### src/hdl/ilir_pkg.sv
package ilir_pkg;

  // Fixed geometry of the list; the field widths of the word channels are written as literals that match it.
  localparam int unsigned CAPACITY = 256;
  localparam int unsigned ADDR_W   = $clog2(CAPACITY);
  localparam int unsigned COUNT_W  = 9;
  localparam int unsigned DATA_W   = 32;

  // Operation codes.
  localparam logic [2:0] OP_READ   = 3'd0;
  localparam logic [2:0] OP_WRITE  = 3'd1;
  localparam logic [2:0] OP_INSERT = 3'd2;
  localparam logic [2:0] OP_REMOVE = 3'd3;
  localparam logic [2:0] OP_SWAP   = 3'd4;

  // Status codes.
  localparam logic [1:0] STAT_OK        = 2'd0;
  localparam logic [1:0] STAT_BAD_INDEX = 2'd1;
  localparam logic [1:0] STAT_EMPTY     = 2'd2;
  localparam logic [1:0] STAT_FULL      = 2'd3;

  // Read address selects.
  localparam logic [1:0] RSEL_IDX    = 2'd0;
  localparam logic [1:0] RSEL_IDX2   = 2'd1;
  localparam logic [1:0] RSEL_PTR_M1 = 2'd2;
  localparam logic [1:0] RSEL_PTR_P1 = 2'd3;

  // Write address selects.
  localparam logic [1:0] WSEL_IDX  = 2'd0;
  localparam logic [1:0] WSEL_IDX2 = 2'd1;
  localparam logic [1:0] WSEL_PTR  = 2'd2;

  // Write data selects.
  localparam logic [1:0] DSEL_VAL   = 2'd0;
  localparam logic [1:0] DSEL_RDATA = 2'd1;
  localparam logic [1:0] DSEL_HOLD  = 2'd2;

  typedef struct packed {
    logic [2:0]         operation;
    logic [8:0]         index;
    logic [7:0]         second_index;
    logic signed [31:0] value;
  } cmd_word_t;

  typedef struct packed {
    logic signed [31:0] read_value;
    logic [8:0]         entry_count;
    logic [1:0]         status;
  } rsp_word_t;

  // Commands from the controller to the datapath.
  typedef struct packed {
    logic       load_item;
    logic       ptr_load_ins;
    logic       ptr_load_rem;
    logic       ptr_dec;
    logic       ptr_inc;
    logic       mem_re;
    logic [1:0] raddr_sel;
    logic       mem_we;
    logic [1:0] waddr_sel;
    logic [1:0] wdata_sel;
    logic       hold_load;
    logic       count_inc;
    logic       count_dec;
    logic       result_load;
  } ctl_t;

  // Status from the datapath to the controller.
  typedef struct packed {
    logic [2:0] op;
    logic       ok;
    logic       ptr_at_idx;
    logic       rem_more;
    logic       rsp_free;
  } sts_t;

endpackage

### src/hdl/ilir_ctrl.sv
module ilir_ctrl (
  input  logic          clk,
  input  logic          rst,
  input  logic          cmd_valid,
  output logic          cmd_stall,
  input  ilir_pkg::sts_t sts,
  output ilir_pkg::ctl_t ctl
);
  import ilir_pkg::*;

  localparam logic [3:0] S_IDLE     = 4'd0;
  localparam logic [3:0] S_CHECK    = 4'd1;
  localparam logic [3:0] S_INS_TEST = 4'd2;
  localparam logic [3:0] S_INS_MOVE = 4'd3;
  localparam logic [3:0] S_REM_TEST = 4'd4;
  localparam logic [3:0] S_REM_MOVE = 4'd5;
  localparam logic [3:0] S_SWP_A    = 4'd6;
  localparam logic [3:0] S_SWP_B    = 4'd7;
  localparam logic [3:0] S_FINISH   = 4'd8;

  logic [3:0] state;
  logic [3:0] state_next;

  assign cmd_stall = (state != S_IDLE);

  always_ff @(posedge clk) begin
    if (rst) begin
      state <= S_IDLE;
    end else begin
      state <= state_next;
    end
  end

  always_comb begin
    state_next = state;
    ctl        = '0;
    ctl.raddr_sel = RSEL_IDX;
    ctl.waddr_sel = WSEL_IDX;
    ctl.wdata_sel = DSEL_VAL;
    unique case (state)
      S_IDLE: begin
        if (cmd_valid) begin
          ctl.load_item = 1'b1;
          state_next    = S_CHECK;
        end
      end
      S_CHECK: begin
        if (!sts.ok) begin
          state_next = S_FINISH;
        end else begin
          unique case (sts.op)
            OP_READ: begin
              ctl.mem_re    = 1'b1;
              ctl.raddr_sel = RSEL_IDX;
              state_next    = S_FINISH;
            end
            OP_INSERT: begin
              ctl.ptr_load_ins = 1'b1;
              state_next       = S_INS_TEST;
            end
            OP_REMOVE: begin
              ctl.ptr_load_rem = 1'b1;
              state_next       = S_REM_TEST;
            end
            OP_SWAP: begin
              ctl.mem_re    = 1'b1;
              ctl.raddr_sel = RSEL_IDX;
              state_next    = S_SWP_A;
            end
            default: begin
              state_next = S_FINISH;
            end
          endcase
        end
      end
      S_INS_TEST: begin
        if (sts.ptr_at_idx) begin
          state_next = S_FINISH;
        end else begin
          ctl.mem_re    = 1'b1;
          ctl.raddr_sel = RSEL_PTR_M1;
          state_next    = S_INS_MOVE;
        end
      end
      S_INS_MOVE: begin
        ctl.mem_we    = 1'b1;
        ctl.waddr_sel = WSEL_PTR;
        ctl.wdata_sel = DSEL_RDATA;
        ctl.ptr_dec   = 1'b1;
        state_next    = S_INS_TEST;
      end
      S_REM_TEST: begin
        if (sts.rem_more) begin
          ctl.mem_re    = 1'b1;
          ctl.raddr_sel = RSEL_PTR_P1;
          state_next    = S_REM_MOVE;
        end else begin
          state_next = S_FINISH;
        end
      end
      S_REM_MOVE: begin
        ctl.mem_we    = 1'b1;
        ctl.waddr_sel = WSEL_PTR;
        ctl.wdata_sel = DSEL_RDATA;
        ctl.ptr_inc   = 1'b1;
        state_next    = S_REM_TEST;
      end
      S_SWP_A: begin
        // First entry arrives now; park it and fetch the second one.
        ctl.hold_load = 1'b1;
        ctl.mem_re    = 1'b1;
        ctl.raddr_sel = RSEL_IDX2;
        state_next    = S_SWP_B;
      end
      S_SWP_B: begin
        ctl.mem_we    = 1'b1;
        ctl.waddr_sel = WSEL_IDX;
        ctl.wdata_sel = DSEL_RDATA;
        state_next    = S_FINISH;
      end
      S_FINISH: begin
        if (sts.rsp_free) begin
          ctl.result_load = 1'b1;
          state_next      = S_IDLE;
          if (sts.ok) begin
            unique case (sts.op)
              OP_WRITE: begin
                ctl.mem_we    = 1'b1;
                ctl.waddr_sel = WSEL_IDX;
                ctl.wdata_sel = DSEL_VAL;
              end
              OP_INSERT: begin
                ctl.mem_we    = 1'b1;
                ctl.waddr_sel = WSEL_IDX;
                ctl.wdata_sel = DSEL_VAL;
                ctl.count_inc = 1'b1;
              end
              OP_REMOVE: begin
                ctl.count_dec = 1'b1;
              end
              OP_SWAP: begin
                ctl.mem_we    = 1'b1;
                ctl.waddr_sel = WSEL_IDX2;
                ctl.wdata_sel = DSEL_HOLD;
              end
              default: begin
              end
            endcase
          end
        end
      end
      default: begin
        state_next = S_IDLE;
      end
    endcase
  end

  // A move always writes the data fetched in the cycle before.
  a_move_after_read: assert property (@(posedge clk) disable iff (rst)
    (state == S_INS_MOVE || state == S_REM_MOVE) |-> $past(ctl.mem_re))
    else $error("entry move without a preceding read");

  // The result register is only loaded when it is free.
  a_result_free: assert property (@(posedge clk) disable iff (rst)
    ctl.result_load |-> sts.rsp_free)
    else $error("result loaded over a pending word");

endmodule

### config.mk
export PLATFORM = sky130hd
export DESIGN_NAME = ilir_ctrl
export DESIGN_NICKNAME = d
export VERILOG_FILES = /design/src/hdl/ilir_pkg.sv /design/src/hdl/ilir_ctrl.sv
export SDC_FILE = /design/constraint.sdc
export NUM_CORES = 1
export LEC_CHECK = 0
export ABC_AREA = 1
export BUFFER_PORTS_ARGS = -buffer_cell sky130_fd_sc_hd__clkbuf_2
export CAP_MARGIN = 25
export CORE_AREA = 10 10 47 49
export DETAILED_ROUTE_END_ITERATION = 12
export DIE_AREA = 0 0 57 59
export PLACE_DENSITY = 0.76
export RECOVER_POWER = 100
export SYNTH_ARGS = -nofsm -noshare
export SYNTH_HDL_FRONTEND = slang
export SYNTH_SLANG_ARGS = --single-unit
### constraint.sdc
create_clock -name clk -period 1.55 [get_ports clk]
set_clock_uncertainty 0.2 [all_clocks]
set_input_delay 0.0775 -clock clk [delete_from_list [all_inputs] [get_ports clk]]
set_output_delay 0.0775 -clock clk [all_outputs]
set_load 0.005 [all_outputs]
==> metrics.txt <==
Slowest-stage cell, CP=dfxtp_2; final hold vios=0; pwr/cell area=641 mW/mm2; Crit. path cell count=6; Post-Syn Nets=102; routed wire length=1750 um; endpoints failing setup=6; I/O pin cnt=28; Req. time, crit path=1.27 ns; vias in the first global route=665; Synth cell types=18; post-route setup slack=-0.0704 ns; grt total ovfl=0; Ys Warns=0; crit end category=output pin; Worst slew margin=0.783; crit path time final=1.62 ns; total CTS buffers=3; die width=57 um; post-route ant nets=0; origin of the worst setup path=state[1]; critical path type=flip-flop to output pin; starting DRC count in detailed routing=10; Setup WS pre-CTS=0.183 ns; share of layout cells above drive strength 1=0.469; worst skew pair latency=0.23 ns; max-cap violations=0; failing checks=setup timing; root buf cell=clkbuf_4; largest net degree at the start of global routing=7; EDFF count, synth=0; Worst Hold Class=input pin to flip-flop; Final Max Tran Viols=0; Initial Util=0.349; DR vias/cell=4.76; most frequent cell after synthesis=nand2_1; Placed Area=652 um2; Layout area overhead=60.9%; sequential-to-total area share from yosys stat=0.164; nets=142; post-detail-place hpwl=1290 um; RSZ-0062 raised after global routing=yes; wire length per cell=12.0 um; CP Launch Type=flip-flop; Post-synth top cells=nand2_1, inv_1, nor2_1; FF-to-FF End=state[0]; cells taking the most area after synthesis=nand2_1, dfxtp_1, inv_1; Cell Rows=14; Buf/Inv on CP=2; worst setup path endpoint=ctl[2]; Fmax=617 MHz; Leak Pwr=0.000505 uW; die height=59 um; Synth Instances=92; Port Buf Inserts=27; clock power share=0.252; utilization after layout=0.562; max reg flops=4; sequential share of power=0.294; hold_ws=0.0379 ns; Detailed Routing Iterations Pass 1=4; switch share=0.388; logic gate share of total power=0.455; peak fanout along the critical path=4; Reg clk slew, reported paths=0.03 ns; R2R cell count=7; crit-path leading delay family=simple AND/OR/NAND/NOR gates; top cell type's share of synthesized area=0.176; fraction of registers with async set/reset=0; Yosys top cell by area=nand2_1; RePlAce Congestion=0.850; CP arrival=1.34 ns; Worst path max stage delay=0.34 ns; CTS max path bufs=2; R2R Setup Slk=0.11 ns; Top reg by flops=state; initial antenna violation count=0; clk sinks=4; ant diodes=0; first-pass GRT wire length=2620 um; gr usage total=0.0900; H-tree depth=1; status=finished with violations; register bit total from synthesis=4; Die ar.=0.00336 mm2; synthesized area=489 um2; Post-Layout Inst Area=787 um2; Top FF cell, synth=dfxtp_1; final worst path period share=1.05; cells along the critical path=nor2_4 -> nand3_4 -> nor3_4 -> inv_2 -> nor3_2 -> buf_2; net switching power=195 uW; worst-margin pin slew=0.324 ns; TritonCTS clock tree=done; dpl cells=136; Worst R2R Start=state[2]; Max IR drop VDD=494 uV; Vias=695; Pint=309 uW; DRC=0; average size of a mapped cell=5.32 um2; Largest regs=state x4; core area=0.00140 mm2; Post-Layout Cell Count=146
-- layer usage --
metal	vias up	track usage	routed length (um)
met2	20	0.172	1030
met5	-	0	0
li1	356	-	-
met4	0	0.0503	16
met1	317	0.0881	625
met3	2	0.0172	86
-- placed cells by master, fill, tap and decap left out --
master	count
nand3_2	2
clkbuf_4	3
buf_2	2
nor2_1	14
nand2_1	21
clkbuf_2	25
clkinv_1	1
inv_2	4
dfxtp_4	3
nor3_4	1
nor2_2	2
inv_6	1
buf_4	8
o211ai_1	3
nand3_4	1
dlygate4sd3_1	1
nand4_1	1
nor2_4	4
dfxtp_2	1
inv_1	17
nand3_1	8
a21oi_1	2
nand2_2	3
nor3_2	1
o21ai_0	1
-- cells by family after synthesis --
| group | Yosys count | share of synthesized area |
|---|---|---|
| AND/OR/NAND/NOR | 58 | 0.568 |
| flip-flops | 4 | 0.164 |
| buffers and inverters | 24 | 0.192 |
| AO/OA/AOI/OAI | 6 | 0.0767 |
-- tightest hold or removal path: stages --
cell and delay [ns]:
clkbuf_2 0.08, inv_1 0.07, nand3_1 0.08, nand3_1 0.09
nor2_1 0.04
-- worst min path at each step --
| stage | cells after the start | end | from |
|---|---|---|---|
| 2_1_floorplan | 1 | state[0] | rst |
| 3_3_place_gp | 2 | state[0] | rst |
| 3_5_place_dp | 2 | state[0] | rst |
| 4_1_cts | 5 | state[0] | cmd_valid |
| 5_1_grt | 5 | state[0] | cmd_valid |
| 6_report | 5 | state[0] | cmd_valid |
-- power by group through the flow --
stage	sequential (uW)	combinational, uW	clock [uW]
6_report	148	229	127
5_1_grt	151	251	140
4_1_cts	139	205	132
3_5_place_dp	137	180	0
3_3_place_gp	137	178	0
2_1_floorplan	134	113	0
-- repair_timing --
action	CTS	global route
setup endpoints to repair	6	9
hold endpoints to repair	4	0
pin swaps	1	7
buffers inserted	3	3
resized for setup	7	15
hold buffers	1	0
-- layout make-up --
cell class / instances / area, um2
fill: 148 / 614
tap: 16 / 20.0
timing repair buffer: 36 / 205
multi-input combinational: 64 / 355
sequential: 4 / 92.6
clock buffer: 3 / 22.5
inverter: 23 / 91.3
-- metrics by stage --
stage,setup TNS (ns),power (uW)
floorplan,0,246
global placement,0,314
detailed placement,0,317
CTS,-0.0491,476
global route,-0.818,543
finish,-0.184,504
Note: power is estimated with default switching activity, not from simulation.
